`config.mk`:
```
export PLATFORM = sky130hd
export DESIGN_NAME = hst_ctrl
export DESIGN_NICKNAME = d
export VERILOG_FILES = /design/src/sv/hash_set_table_assert.svh /design/src/sv/hst_pkg.sv /design/src/sv/hst_ctrl.sv
export SDC_FILE = /design/constraint.sdc
export NUM_CORES = 1
export LEC_CHECK = 0
export ABC_AREA = 0
export BUFFER_PORTS_ARGS = -buffer_cell sky130_fd_sc_hd__buf_4
export CAP_MARGIN = 5
export CORE_AREA = 3 3 40 42
export DETAILED_ROUTE_END_ITERATION = 10
export DIE_AREA = 0 0 43 45
export HOLD_SLACK_MARGIN = 0.02
export MAX_ROUTING_LAYER = met4
export PLACE_DENSITY = 0.63
export RECOVER_POWER = 25
export SLEW_MARGIN = 30
export SYNTH_ARGS = -nofsm -noshare
export SYNTH_HDL_FRONTEND = slang
export SYNTH_SLANG_ARGS = --single-unit
```
`constraint.sdc`:
```
create_clock -name clk -period 1.5 [get_ports clk]
set_clock_uncertainty 0.15 [all_clocks]
set_input_delay 0.075 -clock clk [delete_from_list [all_inputs] [get_ports clk]]
set_output_delay 0.075 -clock clk [all_outputs]
set_load 0.02 [all_outputs]
```
`src/sv/hash_set_table_assert.svh`:
```
// Assertion macros for the hash set table.
`ifndef HASH_SET_TABLE_ASSERT_SVH
`define HASH_SET_TABLE_ASSERT_SVH

// Same-cycle implication, checked outside reset.
`define HST_ASSERT_NOW(label, ante, cons) \
  label: assert property (@(posedge clk) disable iff (!rst_n) (ante) |-> (cons)) \
    else $error("hash_set_table: check failed");

// Next-cycle implication, checked outside reset.
`define HST_ASSERT_NEXT(label, ante, cons) \
  label: assert property (@(posedge clk) disable iff (!rst_n) (ante) |=> (cons)) \
    else $error("hash_set_table: check failed");

`endif

```
`src/sv/hst_pkg.sv`:
```
`timescale 1ns / 1ps
package hst_pkg;

  // Table geometry. BUCKETS must be a power of two: the bucket is the key's low bits.
  localparam int unsigned BUCKETS = 256;
  localparam int unsigned WAYS    = 4;
  localparam int unsigned SLOTS   = BUCKETS * WAYS;

  localparam int unsigned KEY_W   = 31;
  localparam int unsigned OP_W    = 2;
  localparam int unsigned IDX_W   = $clog2(BUCKETS);
  localparam int unsigned ENT_W   = KEY_W + 1;      // key plus valid mark
  localparam int unsigned ROW_W   = WAYS * ENT_W;
  localparam int unsigned CNT_W   = $clog2(SLOTS + 1);

  localparam int unsigned IN_TDATA_W  = ((KEY_W + 7) / 8) * 8;
  localparam int unsigned OUT_TDATA_W = 8;

  localparam logic [OP_W-1:0] OP_ADD    = 2'd0;
  localparam logic [OP_W-1:0] OP_REMOVE = 2'd1;
  localparam logic [OP_W-1:0] OP_TEST   = 2'd2;

  typedef struct packed {
    logic accept;        // request taken, bucket read issued
    logic look;          // bucket row valid, compare and write back
    logic clr;           // clearing pass writes one row
    logic ld_out;        // load output register
    logic out_from_pend; // source of output load is the pending register
    logic ld_pend;       // park result while output is occupied
  } hst_cmd_t;

  typedef struct packed {
    logic             clr_last;
    logic [CNT_W-1:0] count;
  } hst_sts_t;

endpackage

```
`src/sv/hst_ctrl.sv`:
```
`timescale 1ns / 1ps
module hst_ctrl
  import hst_pkg::*;
(
  input  logic     clk,
  input  logic     rst_n,
  input  logic     in_tvalid,
  output logic     in_tready,
  output logic     out_tvalid,
  input  logic     out_tready,
  input  hst_sts_t sts,
  output hst_cmd_t cmd
);

  localparam logic [1:0] S_CLEAR = 2'd0;
  localparam logic [1:0] S_IDLE  = 2'd1;
  localparam logic [1:0] S_LOOK  = 2'd2;
  localparam logic [1:0] S_PEND  = 2'd3;

  logic [1:0] state_r, state_nxt;
  logic       out_valid_r, out_valid_nxt;

  always_comb begin
    state_nxt     = state_r;
    out_valid_nxt = out_valid_r;
    cmd           = '0;
    if (out_valid_r && out_tready) begin
      out_valid_nxt = 1'b0;
    end
    unique case (state_r)
      S_CLEAR: begin
        cmd.clr = 1'b1;
        if (sts.clr_last) begin
          state_nxt = S_IDLE;
        end
      end
      S_IDLE: begin
        if (in_tvalid) begin
          cmd.accept = 1'b1;
          state_nxt  = S_LOOK;
        end
      end
      S_LOOK: begin
        cmd.look = 1'b1;
        if (!out_valid_r || out_tready) begin
          cmd.ld_out    = 1'b1;
          out_valid_nxt = 1'b1;
          state_nxt     = S_IDLE;
        end else begin
          cmd.ld_pend = 1'b1;
          state_nxt   = S_PEND;
        end
      end
      S_PEND: begin
        if (out_tready) begin
          cmd.ld_out        = 1'b1;
          cmd.out_from_pend = 1'b1;
          out_valid_nxt     = 1'b1;
          state_nxt         = S_IDLE;
        end
      end
      default: state_nxt = S_CLEAR;
    endcase
  end

  always_ff @(posedge clk) begin
    if (!rst_n) begin
      state_r     <= S_CLEAR;
      out_valid_r <= 1'b0;
    end else begin
      state_r     <= state_nxt;
      out_valid_r <= out_valid_nxt;
    end
  end

  assign in_tready  = (state_r == S_IDLE);
  assign out_tvalid = out_valid_r;

endmodule

```
==> results.md, run 1 <==
- N_diodes: 0
- Pwr/cell area: 764.5 nW/um^2
- Metal3 WL: 94 um
- Antenna violations before repair: 0
- Num Clock Sinks: 3
- First-pass GRT wire length: 1.200 mm
- Starting Density: 23.56%
- Util after Layout: 36.81%
- Layout net count: 78
- Most common cell on crit path: o21ai_0
- GRT Total Usage: 9.161%
- CTS H-tree lvls: 1
- Worst path required time: 1270 ps
- Buffers added on ports: 12
- WS Path Type: flip-flop to primary output
- Clock Pin Slew Worst Setup and Hold Paths: 30 ps
- CTS tree: done
- Minimum clock period: 1422 ps
- Synth Cell Area: 302.8 um^2
- DR pass1 iterations: 3
- CP max stage cell: dfxtp_4
- Unrepaired setup endpoints after global routing: false
- Setup TNS: 0 ps
- WP data arrival: 1200 ps
- Final wirelength: 693 um
- GRT overflow: 0
- Worst min-delay path class: input pin to flip-flop
- CP bufs+invs: 2
- DIE AREA: 1935 um^2
- Layout area overhead: 56.20%
- Critical Path Start Type: flip-flop
- Vias/cell: 4.471
- Routed via count: 313
- Syn Nets: 59
- Largest cells by area after synthesis: ha_1 (25%), dfxtp_1 (20%), inv_1 (7.4%), nand2b_1 (6.2%), a311oi_1 (5.8%)
- Clock root buffer: clkbuf_4
- Worst rel slew slack: 82.97%
- Total CTS buffers: 3
- DP HPWL: 566.5 um
- Top cell type's share of synthesized area: 24.79%
- Fmax: 0.7034 GHz
- Die width: 43 um
- Syn avg cell area: 8.184 um^2
- Largest net degree at the start of global routing: 7
- Metal2 WL: 306 um
- Register area share after synthesis: 19.83%
- DRT antenna net count: 0
- Fin. Hold Viols: 0
- MaxCap Viol Count: 0
- Worst-Skew Late Latency: 230 ps
- CP Cell Sequence: inv_2, ha_2, o21ai_0, o21ai_0, buf_4
- Peak supply drop: 0.4435 mV
- Top Layer Used: met3
- Ys Warns: 0
- Core Footprint: 1285 um^2
- Wire per inst: 9.900 um
- Vias in the first global route: 291
- Post-synth top area cell: ha_1
- Count of cell types in the netlist: 19
- Synth Register Bits: 3
- CP Capture Type: primary output
- Gp weighted congestion: 0.7592
- Num rows: 13
- Top Ports: 24
- Final setup vio count: 0
- Drt initial violations: 3
- Syn Inst Count: 37
- DRC: 0
- Clock Path Buffers: 2
- CP max FO: 4
- Max-slew violations: 0
- Leak pwr: 0.2032 nW
- Die H: 45 um
- Crit path largest cell delay: 350 ps
- Tcrit/Tclk final: 94.78%
- Routed metal-1 wirelength: 291 um
- Status: finished, final reports clean
- Ratio of cells with drive above 1 in the final layout: 49.09%
- Worst-Margin Slew: 256.5 ps
- Family with the most delay on the worst path: flip-flops
- Total power: 0.0003616 W
==> where the power goes <==
group	internal [W]	leakage, nW	switching, W
Combinational	0.0000612	0.163	0.0000623
Sequential	0.0000879	0.0255	0.00000719
Clock	0.0000998	0.0150	0.0000433
==> metrics by stage <==
step	cell area, um^2	std cells	hold WS [ps]	setup WS, ps
after floorplan	305.3	37	76.29	4.576
final	473.0	70	39.06	78.31
after global routing	473.0	70	53.85	4.834
after global placement	421.7	65	211.5	26.63
after CTS	462.9	70	28.01	14.33
after detailed placement	421.7	65	207.8	13.33
==> state kept, by name (all words and copies together), names as in the netlist <==
name	flops
out_tvalid	1
state_r	2
==> logic make-up (layout without fill, tap and decap cells) <==
family                   Yosys count  in the layout  synth area share, %
AO/OA/AOI/OAI                      8              8                17.36
AND/OR/NAND/NOR                   14             14                30.58
adder cells (fa/ha/maj)            6              6                24.79
buffers and inverters              6             24                7.437
flip-flops                         3              3                19.84
==> repair_timing <==
action	CTS	global route
buffers inserted	0	0
hold endpoints to repair	2	0
setup endpoints to repair	2	4
resized for setup	3	6
hold buffers	1	0
==> worst min-delay path: cells and delay by family <==
family,cells,cell delay [ps]
compound gates,1,90
buf+inv,1,80
simple gates,1,130
==> cell type report <==
cell class	instances	area, um^2
Fill cell	146	812.0
Inverter	6	22.52
Tap cell	15	18.77
Sequential cell	3	65.06
Clock buffer	4	26.28
Multi-Input combinational cell	28	236.5
Timing Repair Buffer	14	103.9
==> path summary, 6_finish.rpt <==
kind	start	depth (start not counted)	endpoint	slack, ps
setup / recovery	state_r[0]	5	cmd[2]	80
hold / removal	in_tvalid	3	state_r[0]	40
setup reg to reg	state_r[1]	5	state_r[1]	80
hold reg to reg	out_tvalid	2	out_tvalid	400
==> synthesized netlist by cell type <==
master / number
nor4_1: 1
dfxtp_1: 3
nor2_1: 2
and2_2: 1
nand4bb_1: 1
a311oi_1: 2
nor2b_2: 1
ha_1: 6
a211o_1: 1
a31oi_1: 1
nand2b_1: 3
and2_1: 1
and2b_4: 1
nor3_1: 1
nand2_1: 1
inv_1: 6
a21oi_1: 2
o21ai_0: 2
or2b_1: 1
==> layout by cell type (no fill, tap or decap), types with 2 or more instances in the layout <==
cell type,instances
a311oi_1,2
ha_2,4
a21oi_1,2
ha_1,2
inv_1,4
clkbuf_1,2
nand2b_1,3
nor2_1,2
o21ai_0,2
buf_4,12
inv_2,2
clkbuf_4,3
==> routing by layer <==
layer	vias up	GRT usage, %
met4	0	1.807
met1	135	9.832
li1	163	-
met3	0	7.171
met5	-	-
met2	15	13.47
Power figures use the tool's default switching activity.
==> inputs of run 2 (changes only) <==
- RECOVER_POWER: 25 -> unset
- SETUP_SLACK_MARGIN: unset -> 0.5
- SLEW_MARGIN: 30 -> 20
==> run 2 against run 1 <==
Compared with the run above:
- worst setup slack worse by 29 ps
- utilization rose by 12 points
- design area is 34% higher
==> results.md, run 2 (same netlist as run 1, synthesis figures left out) <==
- Status: finished, final reports clean
- Final setup vio count: 0 (unchanged)
- Antenna violations before repair: 0 (unchanged)
- WS Path Type: flip-flop to flip-flop
- DRC: 0 (unchanged)
- Num rows: 13 (unchanged)
- Leak pwr: 0.2585 nW (+27%)
- Pwr/cell area: 696.5 nW/um^2 (-8.9%)
- Wire per inst: 11.75 um (+19%)
- Most frequent cells in the layout: buf_4 (11), buf_6 (7), inv_1 (4), ha_4 (4)
- Clock Pin Slew Worst Setup and Hold Paths: 40 ps (about the same)
- Critical Path Start Type: flip-flop
- Worst min-delay path class: input pin to flip-flop
- Die width: 43 um (unchanged)
- Vias in the first global route: 355 (+22%)
- Drt initial violations: 2 (-1)
- Minimum clock period: 1450 ps (+28.52 ps)
- Setup TNS: 0 ps (unchanged)
- Fillers: 113 (-23%)
- Placed cells: 64 (-1.5%)
- Clock Path Buffers: 2 (unchanged)
- Largest Register: state_r
- Peak supply drop: 0.4353 mV (-1.9%)
- Worst-Margin Slew: 244.9 ps (-11.65 ps)
- Max reg flops: 2 (unchanged)
- Starting Density: 23.56% (unchanged)
- Fin. Hold Viols: 0 (unchanged)
- Worst-Skew Late Latency: 230 ps (about the same)
- Most common cell after layout, fill and taps aside: buf_4
- Total CTS buffers: 3 (unchanged)
- DRT antenna net count: 0 (unchanged)
- Grt peak-use layer: met2
- Top Ports: 24 (unchanged)
- Final wirelength: 881 um (+27%)
- Vias/cell: 4.747 (+6.2%)
- Layout net count: 83 (+6.4%)
- Die H: 45 um (unchanged)
- First-pass GRT wire length: 1.504 mm (+25%)
- MaxCap Viol Count: 0 (unchanged)
- Fmax: 0.6896 GHz (-2.0%)
- Core Footprint: 1285 um^2 (unchanged)
- CTS H-tree lvls: 1 (unchanged)
- Finished Layout Cells: 75 (+7.1%)
- WP data arrival: 1470 ps (+270 ps)
- CP Cell Sequence: inv_6, ha_4, or2b_1, a311oi_2, a211o_1
- DR pass1 iterations: 3 (unchanged)
- CTS tree: done
- Ratio of cells with drive above 1 in the final layout: 70.00% (+21 points)
- GRT overflow: 0 (unchanged)
- Gp weighted congestion: 0.7263 (-4.3%)
- Num Clock Sinks: 3 (unchanged)
- GRT Total Usage: 11.12% (+2.0 points)
- Max-slew violations: 0 (unchanged)
- Largest net degree at the start of global routing: 7 (unchanged)
- Worst rel slew slack: 83.67% (+0.70 points)
- Worst path required time: 1520 ps (+250 ps)
- CP Capture Type: flip-flop
- Buffers added on ports: 12 (unchanged)
- CP max stage cell: dfxtp_4
- Crit path largest cell delay: 370 ps (+20 ps)
- Layout area overhead: 109.1%
- DP HPWL: 553.9 um (-2.2%)
- Unrepaired setup endpoints after global routing: true
- GR met3 Demand/Resource: 6.773% (-0.40 points)
- DIE AREA: 1935 um^2 (unchanged)
- N_diodes: 0 (unchanged)
- Routed via count: 356 (+14%)
- Clock root buffer: clkbuf_4
- CP max FO: 4 (unchanged)
- Tcrit/Tclk final: 96.68% (+1.9 points)
- M2 GR Usage: 17.66% (+4.2 points)
- GR met1 Demand/Resource: 11.48% (+1.7 points)
run 2: cell types whose count changed in the layout (fill, tap and decap cells not counted), sizes merged:
cell	before	now
buf	12	18
clkbuf	5	4
run 2: report_power, final:
group / leakage [nW] / total (W) / internal, W / switching (W)
logic: 0.217 / 0.000200 / 0.000112 / 0.0000882
registers: 0.0266 / 0.0000980 / 0.0000853 / 0.0000127
clock network: 0.0150 / 0.000143 / 0.0000998 / 0.0000433
total: 0.259 / 0.000441 / 0.000297 / 0.000144
run 2: final cells by class:
class / count / area, um^2 / share of cell area [%]
timing repair buffer: 19 / 171.4 / 27.08
clock buffer: 4 / 26.28 / 4.150
tap: 15 / 18.77 / 2.964
multi-input combinational: 28 / 315.3 / 49.80
sequential: 3 / 71.32 / 11.26
inverter: 6 / 30.03 / 4.743
run 2: worst paths after layout:
check / start / endpoint / slack, ps / cells past startpoint
worst min-delay path: in_tvalid / state_r[0] / 30 / 3
worst min register to register: out_tvalid / out_tvalid / 450 / 2
worst max register to register: state_r[1] / state_r[1] / 50 / 5
worst max-delay path: state_r[1] / state_r[1] / 50 / 5
run 2: worst max-delay path: cells and delay by family, from the launching register on:
| kind | cells | cell delay [ps] |
|---|---|---|
| AO/OA/AOI/OAI | 2 | 390 |
| adder cells (fa/ha/maj) | 1 | 130 |
| flip-flops | 1 | 370 |
| AND/OR/NAND/NOR | 1 | 260 |
| buffers and inverters | 1 | 80 |
run 2: stage by stage:
step	setup slack [ps]	power (W)	utilization (%)	hold slack (ps)	area (um^2)
2_1_floorplan	154.9	0.0001920	-	70.14	354.1
3_3_place_gp	79.33	0.0002294	36.03	222.0	462.9
3_5_place_dp	79.79	0.0002305	36.03	218.1	462.9
4_1_cts	86.31	0.0004295	45.96	13.15	590.6
5_1_grt	11.38	0.0004815	49.27	32.16	633.1
6_report	49.78	0.0004409	49.27	33.13	633.1
run 2: timing repair:
action / 4_1_cts / 5_1_grt
endpoints found under the setup margin: 11 / 11
buffers inserted: 4 / 2
endpoints found under the hold margin: 2 / 0
hold buffers: 1 / 0
resized for setup: 15 / 7
pin swaps: 3 / 5
run 2: routing by layer:
metal	share of wire [%]	wire, um
met5	0	0
met1	41	362
met2	51	451
met3	7.6	67
met4	0	0
